$ cat config.mk
export PLATFORM = sky130hd
export DESIGN_NAME = ssp_ram
export DESIGN_NICKNAME = d
export VERILOG_FILES = /design/src/sv/single_source_shortest_paths_defines.svh /design/src/sv/ssp_ram.sv
export SDC_FILE = /design/constraint.sdc
export NUM_CORES = 1
export LEC_CHECK = 0
export ABC_AREA = 1
export BUFFER_PORTS_ARGS = -buffer_cell sky130_fd_sc_hd__buf_2
export CELL_PAD_IN_SITES_DETAIL_PLACEMENT = 0
export CELL_PAD_IN_SITES_GLOBAL_PLACEMENT = 1
export CORE_MARGIN = 1
export CORE_UTILIZATION = 39
export CTS_CLUSTER_SIZE = 16
export DETAILED_ROUTE_END_ITERATION = 7
export PLACE_DENSITY = 0.78
export SETUP_SLACK_MARGIN = 0.15
export SLEW_MARGIN = 0
export SYNTH_ARGS = -nofsm -noshare
export SYNTH_HDL_FRONTEND = slang
export SYNTH_SLANG_ARGS = --single-unit
$ cat constraint.sdc
create_clock -name clk -period 1.5 [get_ports clk]
set_clock_uncertainty 0.15 [all_clocks]
set_input_delay 0.3 -clock clk [delete_from_list [all_inputs] [get_ports clk]]
set_output_delay 0.3 -clock clk [all_outputs]
set_load 0.01 [all_outputs]
$ cat src/sv/single_source_shortest_paths_defines.svh
// assertion macros for the shortest path block
`ifndef SINGLE_SOURCE_SHORTEST_PATHS_DEFINES_SVH
`define SINGLE_SOURCE_SHORTEST_PATHS_DEFINES_SVH

// same-cycle implication, checked out of reset
`define SSP_ASSERT_NOW(label, cond, prop, msg) \
	label: assert property (@(posedge clk) disable iff (!arst_n) (cond) |-> (prop)) \
		else $error(msg);

// next-cycle implication, checked out of reset
`define SSP_ASSERT_NEXT(label, cond, prop, msg) \
	label: assert property (@(posedge clk) disable iff (!arst_n) (cond) |=> (prop)) \
		else $error(msg);

`endif

$ cat src/sv/ssp_ram.sv
// single port write, registered read memory
`timescale 1ns / 1ps
module ssp_ram #(
	parameter int DEPTH = 2,
	parameter int WIDTH = 8,
	parameter int AW = 1
) (
	input  logic clk,
	input  logic we,
	input  logic [AW-1:0] waddr,
	input  logic [WIDTH-1:0] wdata,
	input  logic [AW-1:0] raddr,
	output logic [WIDTH-1:0] rdata
);
	logic [WIDTH-1:0] mem [DEPTH];

	always_ff @(posedge clk) begin
		if (we) begin
			mem[waddr] <= wdata;
		end
		rdata <= mem[raddr];
	end
endmodule

==> impl_metrics.toml <==
[run_status]
status = "finished clean"

[timing]
tightest_slew_ns = 0.319
setup_tns_ns = 0
fin_hold_ws_ns = 0.0158
post-route-period-util = 0.811
fin_crit_ns = 1.22
rsz0062_at_grt = "false"
finalHoldViolCount = 0
maxSlewHeadroom = 0.787
drv_slew = 0
fmax_mhz = 822
setup_viol_count_final = 0

[finish]
multi_input_area_sq_um = 97.6
syn2layout_area_growth_pct = 20.9
regArea_sq_um = 641
drive_above_1_share = 0.325
diodes = 0
fillers = 169
layout.nets = 90

[floorplan]
initial_core_util = 0.427
die-area_sq_um = 2130
die_height_microns = 46.2
chipWidth_microns = 46.2
core-area_sq_um = 1780
rows = 15
io_pins = 20

[clock_tree]
root_buffer = "clkbuf_4"
cts_made_buffers = 3
cts_max_level = 1
cts_buffer_depth = 2
clk_latency_ns = 0.31
clkTransAtPathRegs_ns = 0.12
cts.repair.resized = 0
hold_buffers = 0
post_cts_buffers = 0
cts.sinks = 24
cts_tree = "built"

[detailed_routing]
dr.pass1.iters = 4
viasPerCell = 4.16
wl_per_cell_microns = 9.89
ant_nets = 0
drtIter0Drc = 5
drc = 0
vias = 424
drt_wl_total_microns = 1010

[synthesis]
synth.largest_area_cell = "edfxtp_1"
synthesis.nets = 66
ys_ff_latch = 24
synth_cells = 54
synthMostInstantiatedCell = "nand2_1"
synth-main-ff-cell = "edfxtp_1"
synth_cell_type_count = 7
synth_warnings = 0
synth-async-reset-ratio = 0
yosys-top-cells-count = "nand2_1 (25), edfxtp_1 (16), dfxtp_1 (8)"
synth.area.top_cells = "edfxtp_1 (63%), dfxtp_1 (21%), nand2_1 (12%)"
synth_top_area_frac = 0.632
ys_seq_area_frac = 0.842
synth_area_sq_um = 761
postSynthAreaPerCell_sq_um = 14.1
synth_edf_count = 16

[placement]
io_buffers = 19
gp_congestion = 0.658
dpl.hpwl_microns = 695

[pwr]
power.leakage_uw = 0.000412
ir_drop_mv = 0.640
power_density_nw_per_um2 = 1280

[setup_path]
startpoint_type = "flip-flop"
cp.required_ns = 1.05
cp_top_family = "flip-flops"
max_stage_delay_ns = 0.34
slowest_stage = "dfxtp_1"
worst-path-buf-inv = 1
end_kind = "output port"
worst_ep_arrival_time_ns = 0.77
critPathMaxFanout = 1
critPathKind = "flip-flop to output port"
crit_chain = "buf_2"

[global_routing]
antenna_found_initial = 0
overflow = 0
track_usage = 0.112
grt_pass1_vias = 377
grt_pass1_wl_microns = 1560
grt_max_degree = 14

[worst_hold_path]
min_path_type = "primary input to flip-flop"

[job]
cap_violations = 0
## layout by cell type (no fill, tap or decap)
cell type	synthesis	layout
buf_2	0	19
buf_4	0	1
clkbuf_4	0	3
clkbuf_8	0	1
dfxtp_1	8	8
edfxtp_1	16	16
inv_1	2	2
inv_2	1	1
nand2_1	25	25
nor2_1	1	1
## worst paths after layout
check / endpoint / slack [ns] / cells past startpoint / from
worst min register to register: rdata[3] / 0.30 / 2 / mem[0][3]
worst min-delay path: mem[0][1] / 0.02 / 1 / wdata[1]
worst max register to register: rdata[2] / 0.74 / 2 / mem[1][2]
worst max-delay path: rdata[2] / 0.28 / 1 / rdata[2]
## state kept, by name, indices dropped and copies added (netlist names)
register	cells
mem	16
rdata	8
## final cells by class
| type | instances | area share |
|---|---|---|
| timing repair buffer | 20 | 0.112 |
| multi-input combinational | 26 | 0.106 |
| inverter | 3 | 0.0122 |
| clock buffer | 4 | 0.0395 |
| sequential | 24 | 0.697 |
| tap | 25 | 0.0340 |
## cell families (layout without fill, tap and decap cells)
logic type / after synthesis / count (layout) / share of synthesized area
and+or+nand+nor: 26 / 26 / 0.128
DFF: 24 / 24 / 0.842
buffers and inverters: 4 / 27 / 0.0296
## report_power, final
| group | switching, uW | internal (uW) |
|---|---|---|
| combinational | 47.8 | 33.9 |
| clock | 183 | 148 |
| sequential | 10.1 | 756 |
## routing by layer
metal | vias to the layer above | wire length [microns] | GRT usage | share of wire
li1 | 220 | - | - | -
met1 | 184 | 470 | 0.141 | 0.47
met2 | 18 | 462 | 0.163 | 0.46
met3 | 2 | 57 | 0.0392 | 0.056
met4 | 0 | 19 | 0.0706 | 0.019
met5 | - | 0 | 0 | 0
## stage by stage
stage	setup WS, ns	instance area [sq um]	power (uW)	utilization	cells
after floorplan	0.290	761	823	-	54
after global placement	0.357	883	862	0.495	98
after detailed placement	0.321	883	866	0.495	98
after CTS	0.273	920	1180	0.516	102
after global routing	0.233	920	1230	0.516	102
final	0.284	920	1180	0.516	102
No activity file was read; power rests on OpenSTA's default activity.
