--- src/sv/single_source_shortest_paths_defines.svh ---
// assertion macros for the shortest path block
`ifndef SINGLE_SOURCE_SHORTEST_PATHS_DEFINES_SVH
`define SINGLE_SOURCE_SHORTEST_PATHS_DEFINES_SVH

// same-cycle implication, checked out of reset
`define SSP_ASSERT_NOW(label, cond, prop, msg) \
	label: assert property (@(posedge clk) disable iff (!arst_n) (cond) |-> (prop)) \
		else $error(msg);

// next-cycle implication, checked out of reset
`define SSP_ASSERT_NEXT(label, cond, prop, msg) \
	label: assert property (@(posedge clk) disable iff (!arst_n) (cond) |=> (prop)) \
		else $error(msg);

`endif

--- src/sv/ssp_pkg.sv ---
// shared constants and types of the shortest path block
`timescale 1ns / 1ps
package ssp_pkg;
	localparam int NODE_W = 7;
	localparam int DIST_W = 22;
	localparam int WEIGHT_IN_W = 16;
	localparam logic [DIST_W-1:0] DIST_MAX = '1;

	localparam int MAX_NODES_DEF = 64;
	localparam int MAX_EDGES_DEF = 256;
	localparam int WEIGHT_BITS_DEF = 16;

	localparam logic OP_ADD = 1'b0;
	localparam logic OP_RUN = 1'b1;

	localparam logic [NODE_W-1:0] NODE_COUNT_RST = 7'd64;

	typedef struct packed {
		logic [DIST_W-1:0] base;
		logic [DIST_W-1:0] addend;
		logic [DIST_W-1:0] bound;
	} alu_req_t;

	typedef struct packed {
		logic [DIST_W-1:0] sum;
		logic lt;
	} alu_rsp_t;
endpackage

--- src/sv/ssp_alu.sv ---
// shared saturating add and compare unit
`timescale 1ns / 1ps
module ssp_alu (
	input  ssp_pkg::alu_req_t req,
	output ssp_pkg::alu_rsp_t rsp
);
	import ssp_pkg::*;

	logic [DIST_W:0] sum_w;
	logic [DIST_W-1:0] sat;

	assign sum_w = {1'b0, req.base} + {1'b0, req.addend};
	assign sat = (sum_w > {1'b0, DIST_MAX}) ? DIST_MAX : sum_w[DIST_W-1:0];

	always_comb begin
		rsp.sum = sat;
		rsp.lt = sat < req.bound;
	end
endmodule

--- config.mk ---
export PLATFORM = sky130hd
export DESIGN_NAME = ssp_alu
export DESIGN_NICKNAME = d
export VERILOG_FILES = /design/src/sv/single_source_shortest_paths_defines.svh /design/src/sv/ssp_pkg.sv /design/src/sv/ssp_alu.sv
export SDC_FILE = /design/constraint.sdc
export NUM_CORES = 1
export LEC_CHECK = 0
export BUFFER_PORTS_ARGS = -buffer_cell sky130_fd_sc_hd__buf_2
export CAP_MARGIN = 20
export CORE_ASPECT_RATIO = 0.9
export CORE_MARGIN = 5
export CORE_UTILIZATION = 50
export DETAILED_ROUTE_END_ITERATION = 16
export PLACE_DENSITY = 0.87
export REMOVE_ABC_BUFFERS = 1
export SLEW_MARGIN = 20
export SYNTH_ARGS = -nofsm -noshare
export SYNTH_HDL_FRONTEND = slang
export SYNTH_SLANG_ARGS = --single-unit
export TNS_END_PERCENT = 5
--- constraint.sdc ---
create_clock -name vclk -period 4.35
set_input_delay 0.2175 -clock vclk [all_inputs]
set_output_delay 0.2175 -clock vclk [all_outputs]
set_load 0.02 [all_outputs]
==> key figures, run 1 <==
Timing
  – Worst-margin pin slew: 0.460 ns
  – Fmax achieved: between 200 and 250 MHz
  – Final min period: approximately 4 ns
  – Setup violations, final: 0
  – Relative slew slack: between 60 and 70%
  – RSZ-0062 raised after global routing: no
  – Final Hold Viols: 0
  – Setup TNS: 0 ns
  – Part of the cycle the worst path needs: just over 90%
  – Slew Viols, Final: 0
  – Final WS setup: between 0.3 and 0.4 ns

Run
  – Max-Cap Viols: 0

Finish
  – FFs & Latches: 0
  – Post-route insts no fill: 408
  – Ant diodes: 0
  – Post-layout util: 64.6%
  – P&R area growth vs syn: 25.8%
  – Clock buffers: 0
  – Fraction of layout instances using a drive strength above 1: between 20% and 30%
  – Layout Nets: 474
  – Register Area: 0 µm²

Global routing
  – Global-route wire length before repair: between 9000 and 10,000 µm
  – Antenna violations before repair: 0
  – Number of global-route vias before repair: 2,093
  – Largest net degree at the start of global routing: 11
  – Gr usage total: between 20 and 25%
  – Grt ovf: 0

Setup path
  – Crit path max-delay cell type: a211oi_1
  – Worst EP required: between 4 and 5 ns
  – CP startpoint kind: primary input
  – Critical path fanouts, max: 4
  – Worst Path Arrival: between 3 and 4 ns
  – Crit path largest cell delay: about 0.40 ns
  – Crit-path cells: buf_2, ha_1, a211oi_1, o21ai_2, and2_2, a21oi_1, and4b_1, o31ai_1, ha_1, a21o_1, a21o_1, a21oi_1, o21ai_0, a211oi_1, o41a_1, buf_2
  – Worst Setup End Kind: output port
  – Crit path kind: primary input to output port
  – Buf/Inv on CP: 2
  – Crit path max-delay family: compound AO/OA/AOI/OAI gates

Floorplanning
  – Die W: 75.0 µm
  – DIE HEIGHT: a little under 70 µm
  – Initial core utilization: 51.4%
  – IO Count: ~90
  – Core area: ~0.0037 mm²
  – Die area: between 0.005 and 0.006 mm²
  – Row count: 21

Placed design
  – Cells after DPL: 408
  – Global placement routability congestion: approximately 0.96
  – HPWL after detailed placement: 5110 µm
  – Place WS: 0.332 ns
  – Port Buf Inserts: between 80 and 90

Yosys
  – Simple-gate share of the synthesized area: around 22%
  – Post-Syn Area: 0.00190 mm²
  – Yosys top cell area share: 28.3%
  – Post-synth top cells: ha_1, nand2_1, a21oi_1, inv_1
  – Mean Syn Cell Area: slightly below 7 µm²
  – Main combinational cell family by area after synthesis: compound AO/OA/AOI/OAI gates
  – Post-synthesis share of cell area spent on xor and xnor gates: 6.44%
  – Ys Warns: 0
  – Mux cell area share after synthesis: 0%
  – Post-synthesis sequential area ratio: 0%
  – Area leader, netlist: ha_1
  – Top post-synthesis cells by area: ha_1, nand2_1, a21oi_1, a21o_1, inv_1
  – Post-synthesis adder-cell area fraction: between 20 and 30%
  – Synth Area in Compound Gates: a little over a third
  – Post-Synthesis Cells: ~280
  – Top-count cell post-synth: ha_1
  – Netlist cell types: between 40 and 50

Pwr
  – Maximum vdd drop: ~93 µV
  – Final Total Pwr: about 0.47 mW
  – Pwr Density: just under 200 mW/mm²
  – Lkg Pwr: around 1.3 nW

Route
  – DR vias: between 2,000 and 2,500
  – Drt drc: 0
  – Vias per inst: about 5.8
  – Number of detailed-route iterations in the first pass: 5
  – WL/cell: approximately 14 µm
  – First DRT Iteration DRCs: 125
  – Post-Route WL: just under 6000 µm
  – Routed Antenna Nets: 0

Clock network
  – Post-CTS setup buffer count: 0

Outcome
  – Status: finished clean

Min path
  – Min-Delay Path Class: primary input to output port
## cells in the final DEF (no fill, tap or decap), types with 2 or more instances in the layout
cell type	synthesis	final
buf_2	1	89
ha_1	43	43
nand2_1	37	37
inv_1	27	27
a21oi_1	27	27
a21o_1	17	17
nor2_1	17	17
o21ai_0	16	16
xnor2_1	8	8
nand4_1	7	7
a211oi_1	8	7
o211ai_1	6	6
xor2_1	6	6
nand3_1	6	6
nor3_1	3	3
o21a_1	3	3
and4_1	3	3
or3_1	3	3
nor4_1	3	3
and3_1	3	3
o221ai_1	2	2
o31ai_1	2	2
o22ai_1	2	2
o41a_1	2	2
buf_4	1	2
## worst paths after layout
kind | cells past startpoint | slack (ns) | endpoint | startpoint
hold / removal | 4 | 0.90 | rsp[1] | req[44]
setup / recovery | 16 | 0.33 | rsp[0] | req[23]
## metal layers
layer  track usage (%)  vias to the layer above  wire [µm]
li1                  -                     1207          -
met1              32.9                     1058       2600
met2              36.6                      101       2700
met3              1.59                        4        510
met4             0.889                        0         19
met5                 0                        -          0
## final cells by class
cell class         instances  area, µm²
inverters                 27        101
multi-input cells        244       1770
repair buffers            91        460
fillers                  355       1310
well taps                 46       57.6
## cell families after synthesis
family | Yosys count
simple gates | 88
compound gates | 98
fa+ha+maj | 44
buf+inv | 34
xor+xnor | 14
## power breakdown
group | switching, mW | internal, mW | leakage (nW) | total [mW]
clock | 0 | 0 | 0 | 0
sequential | 0 | 0 | 0 | 0
combinational | 0.279 | 0.188 | 1.29 | 0.467
total | 0.279 | 0.188 | 1.29 | 0.467
## per-stage QoR
step | instance area [µm²] | hold WS (ns)
final | 2390 | 0.899
after global routing | 2390 | 0.968
after CTS | 2390 | 0.910
after detailed placement | 2390 | 0.914
after global placement | 2390 | 0.917
after floorplan | 1870 | 0.744
## repair_timing
action                     CTS  global route
gates resized for setup      0             1
hold buffers                 0             0
setup endpoints to repair    0             1
Note: power is estimated with default switching activity, not from simulation.
==> run 2, diff against run 1 <==
MAX_ROUTING_LAYER = met4   (was not set)
SLEW_MARGIN = 10   (was 20)
clock period = 4.3 ns   (was 4.35 ns; I/O delays follow)
==> run 2 against run 1 <==
Effect of this change: design area is 0.21% lower; sequential share of layout area is the same; first-iteration DRC count rose by 4.0%; critical path depth rose by 2; total power grew 1.1%; count of clock-buffer cells in the layout unchanged; critical endpoint unchanged.
==> key figures, run 2 (same netlist as run 1, synthesis figures left out) <==
Outcome
  – Status: finished clean

Route
  – First DRT Iteration DRCs: 130 (+4.0%)
  – WL/cell: 14.3 µm (+0.17%)
  – Post-Route WL: 5840 µm (+0.17%)
  – DR vias: 2,393 (+0.97%)
  – Number of detailed-route iterations in the first pass: 5 (unchanged)
  – Routed Antenna Nets: 0 (unchanged)
  – Drt drc: 0 (unchanged)
  – Vias per inst: 5.87 (+0.97%)

Placed design
  – Port Buf Inserts: 89 (unchanged)
  – Global placement routability congestion: 0.973 (+1.8%)
  – HPWL after detailed placement: 5130 µm (+0.35%)
  – Place WS: 0.337 ns (+0.00428 ns)

Timing
  – Setup TNS: 0 ns (unchanged)
  – Slew Viols, Final: 0 (unchanged)
  – Final hold slack: 0.920 ns (+0.0206 ns)
  – Relative slew slack: 71.0% (+2.0 points)
  – Setup violations, final: 0 (unchanged)
  – RSZ-0062 raised after global routing: no
  – Part of the cycle the worst path needs: 94.8%
  – Final WS setup: 0.224 ns (-0.108 ns)
  – Final Hold Viols: 0 (unchanged)
  – Final min period: 4.08 ns
  – Fmax achieved: ~250 MHz
  – Worst-margin pin slew: 0.431 ns (-0.0289 ns)

Pwr
  – Comb pwr share: 100.0% (about the same)
  – Maximum vdd drop: 79.2 µV (-15%)
  – Lkg Pwr: 1.29 nW (about the same)
  – Clock power share: 0% (unchanged)
  – NetSw: 0.283 mW (+1.2%)
  – Part of the power in registers: 0% (unchanged)
  – Net Sw Frac: 59.8% (+0.071 points)
  – Final Total Pwr: 0.472 mW (+1.1%)
  – Pwr Density: 198 mW/mm² (+1.3%)
  – Internal cell power: 0.190 mW (+0.95%)

Clock network
  – Post-CTS setup buffer count: 0 (unchanged)
  – Hold buffer count at CTS: 0 (unchanged)
  – Post-CTS resize count: 0 (unchanged)

Setup path
  – Crit-path cells: buf_2, ha_1, fa_1, a211oi_1, nor2_1, o221ai_1, a21oi_2, nor2_2, buf_4, o31ai_1, ha_1, a21o_1, a21o_1, a21oi_1, o21ai_0, a211oi_1, o41a_1, buf_2
  – CP startpoint kind: primary input
  – Worst EP required: 4.09 ns (-0.04 ns)
  – Critical path fanouts, max: 10 (+6)
  – Worst Path Arrival: 3.86 ns (+0.06 ns)
  – Crit path kind: primary input to output port
  – Worst Setup End Kind: output port
  – Crit path max-delay cell type: fa_1
  – Crit path largest cell delay: 0.43 ns (+0.03 ns)

Finish
  – Leading cell types in the layout, fill and taps excluded: buf_2, ha_1, nand2_1
  – FFs & Latches: 0 (unchanged)
  – Layout Nets: 474 (unchanged)
  – Clock buffers: 0 (unchanged)
  – Ant diodes: 0 (unchanged)
  – Register Area: 0 µm² (unchanged)
  – Fraction of layout instances using a drive strength above 1: 27.1% (-0.28 points)
  – P&R area growth vs syn: 25.5%
  – Commonest non-fill, non-tap cell in the layout: buf_2

Min path
  – Hold Path Depth: 4 (unchanged)
  – Min-delay src: req[44]
  – Min-Delay Path Class: primary input to output port
  – Hold Path End: rsp[1]

Floorplanning
  – Initial core utilization: 51.4% (unchanged)
  – Die W: 75.0 µm (unchanged)
  – Row count: 21 (unchanged)
  – Core area: 0.00370 mm² (unchanged)
  – DIE HEIGHT: 68.5 µm (unchanged)
  – IO Count: 89 (unchanged)
  – Die area: 0.00514 mm² (unchanged)

Global routing
  – Antenna violations before repair: 0 (unchanged)
  – Global-route wire length before repair: 9160 µm (-1.3%)
  – Gr usage total: 22.4% (+0.28 points)
  – Grt ovf: 0 (unchanged)
  – Number of global-route vias before repair: 2,132 (+1.9%)
  – Largest net degree at the start of global routing: 11 (unchanged)

Run
  – Max-Cap Viols: 0 (unchanged)
==> run 2: cell counts in the layout (fill, tap and decap cells not counted) <==
Identical to the previous run, type by type.
==> run 2: worst max-delay path by stage <==
stage	to	cells after the start	startpoint	slack, ns
after floorplan	rsp[0]	15	req[22]	0.37
after global placement	rsp[0]	18	req[22]	0.40
after detailed placement	rsp[0]	18	req[22]	0.34
after CTS	rsp[0]	18	req[22]	0.30
after global routing	rsp[0]	18	req[22]	0.1
final	rsp[0]	18	req[22]	0.22
==> run 2: final cells by class <==
type	instances	area, µm²
well taps	46	57.6
inverters	27	101
fillers	317	1320
multi-input cells	244	1770
repair buffers	91	460
==> run 2: routing by layer <==
layer	up-vias	routed length, µm	track usage (%)
li1	1211	-	-
met1	1060	2590	31.1
met2	118	2680	37.7
met3	4	527	0.870
met4	0	40	2.00
met5	-	0	-
==> run 2: worst max-delay path: cells and delay by family <==
family	cells	cell delay, ns
AO/OA/AOI/OAI	10	1.98
adder cells (fa/ha/maj)	3	0.98
buffers and inverters	3	0.44
AND/OR/NAND/NOR	2	0.26
==> run 2: power by group through the flow <==
stage               clock (mW)  combinational [mW]  sequential [mW]
floorplan                    0               0.323                0
global placement             0               0.459                0
detailed placement           0               0.465                0
CTS                          0               0.467                0
global route                 0               0.520                0
finish                       0               0.472                0
==> run 2: through the flow <==
stage / std cells / utilization [%] / area, µm²
final: 408 / 64.5 / 2390
after global routing: 408 / 64.5 / 2390
after CTS: 408 / 64.5 / 2390
after detailed placement: 408 / 64.5 / 2390
after global placement: 408 / 64.5 / 2390
after floorplan: 271 / - / 1870
==> run 3, diff against run 2 <==
RECOVER_POWER = 100   (was not set)
==> run 3 against run 2 <==
Effect of this change: wire length shrank 0.19%; hold slack worse by 0.0024 ns; via count up 0.38%; first-iteration DRC count is 1.5% lower; core utilization down 0.68 points; critical path depth did not move; total power down 1.8%; die area stayed put; non-clock buffer count did not move; largest cell class unchanged.
==> key figures, run 3 (same netlist as run 1, synthesis figures left out) <==
Outcome
  – Status: finished clean

Timing
  – Final Hold Viols: 0 (unchanged)
  – Fmax achieved: 244 MHz (-0.40%)
  – Final min period: 4.09 ns (+0.0164 ns)
  – Worst-margin pin slew: 0.444 ns (+0.0132 ns)
  – Slew Viols, Final: 0 (unchanged)
  – RSZ-0062 raised after global routing: no
  – Setup violations, final: 0 (unchanged)
  – Part of the cycle the worst path needs: 95.2% (+0.38 points)
  – Final hold slack: 0.918 ns (-0.00237 ns)
  – Setup TNS: 0 ns (unchanged)
  – Relative slew slack: 70.2% (-0.89 points)

Route
  – DR vias: 2,402 (+0.38%)
  – Wl on met1: 2590 µm (+0.19%)
  – Routed met3 length: 529 µm (+0.38%)
  – Routed Antenna Nets: 0 (unchanged)
  – Top Metal Used: met4
  – Met2 Routed Length: 2670 µm (-0.63%)
  – First DRT Iteration DRCs: 128 (-1.5%)
  – Number of detailed-route iterations in the first pass: 5 (unchanged)
  – Drt drc: 0 (unchanged)
  – WL/cell: 14.3 µm (-0.19%)
  – Post-Route WL: 5830 µm (-0.19%)
  – Vias per inst: 5.89 (+0.38%)

Setup path
  – CP startpoint kind: primary input
  – Worst EP required: 4.09 ns (about the same)
  – Worst Setup End Kind: output port
  – Worst Path Arrival: 3.88 ns (+0.02 ns)
  – Crit path kind: primary input to output port
  – Critical path fanouts, max: 10 (unchanged)

Global routing
  – Largest net degree at the start of global routing: 11 (unchanged)
  – Global-route wire length before repair: 9160 µm (unchanged)
  – Antenna violations before repair: 0 (unchanged)
  – Gr usage total: 22.4% (unchanged)
  – Grt ovf: 0 (unchanged)
  – Number of global-route vias before repair: 2,132 (unchanged)

Pwr
  – Lkg Pwr: 1.25 nW (-2.9%)
  – Pwr Density: 196 mW/mm² (-0.73%)
  – Maximum vdd drop: 79.3 µV (+0.21%)

Finish
  – FFs & Latches: 0 (unchanged)
  – Post-route insts no fill: 408 (unchanged)
  – Ant diodes: 0 (unchanged)
  – P&R area growth vs syn: 24.2%
  – Register Area: 0 µm² (unchanged)
  – Fillers: 330 (+4.1%)
  – Post-layout util: 63.8% (-0.68 points)
  – Fraction of layout instances using a drive strength above 1: 21.8% (-5.2 points)
  – Clock buffers: 0 (unchanged)
  – Layout Nets: 474 (unchanged)
  – Leading cell types in the layout, fill and taps excluded: buf_2, ha_1, nand2_1
  – Commonest non-fill, non-tap cell in the layout: buf_2

Floorplanning
  – Core area: 0.00370 mm² (unchanged)
  – DIE HEIGHT: 68.5 µm (unchanged)
  – Initial core utilization: 51.4% (unchanged)
  – Row count: 21 (unchanged)
  – Die W: 75.0 µm (unchanged)
  – Die area: 0.00514 mm² (unchanged)
  – IO Count: 89 (unchanged)

Run
  – Max-Cap Viols: 0 (unchanged)

Placed design
  – Global placement routability congestion: 0.973 (unchanged)
  – Port Buf Inserts: 89 (unchanged)
  – Cells after DPL: 408 (unchanged)
  – HPWL after detailed placement: 5130 µm (unchanged)

Clock network
  – Post-CTS setup buffer count: 0 (unchanged)
  – Post-CTS resize count: 0 (unchanged)
  – Hold buffer count at CTS: 0 (unchanged)

Min path
  – Min-Delay Path Class: primary input to output port
==> run 3: layer usage <==
metal | up-vias | track usage (%)
li1 | 1210 | -
met5 | - | -
met3 | 4 | 0.870
met2 | 129 | 37.7
met4 | 0 | 2.00
met1 | 1059 | 31.1
==> run 3: worst max-delay path, stage by stage <==
cell and delay, ns:
buf_2 0.10, ha_1 0.23, fa_1 0.43, a211oi_1 0.31, nor2_1 0.13, o221ai_1 0.30
a21oi_2 0.14, nor2_1 0.16, buf_4 0.19, o31ai_1 0.13, ha_1 0.32, a21o_1 0.18
a21o_1 0.17, a21oi_1 0.18, o21ai_0 0.13, a211oi_1 0.24, o41a_1 0.17, buf_2 0.16
==> run 3: final timing paths <==
kind              startpoint     end  cells after the start
hold / removal       req[44]  rsp[1]                      4
setup / recovery     req[22]  rsp[0]                     18
==> run 3: stage by stage <==
stage | cell area (µm²) | setup WS, ns | total power [mW]
after floorplan | 1870 | 0.367 | 0.323
after CTS | 2390 | 0.304 | 0.467
final | 2360 | 0.207 | 0.464
after global placement | 2390 | 0.400 | 0.459
after global routing | 2360 | 0.0561 | 0.512
after detailed placement | 2390 | 0.337 | 0.465
==> run 3: area by class of cell <==
cell class / instances / area (µm²) / share of cell area [%]
Timing Repair Buffer: 91 / 438 / 18.5
Inverter: 27 / 101 / 4.29
Tap cell: 46 / 57.6 / 2.44
Multi-Input combinational cell: 244 / 1770 / 74.7
==> run 3: report_power, final <==
| group | total, mW | internal [mW] | switching (mW) |
|---|---|---|---|
| clock network | 0 | 0 | 0 |
| logic | 0.464 | 0.181 | 0.283 |
| registers | 0 | 0 | 0 |
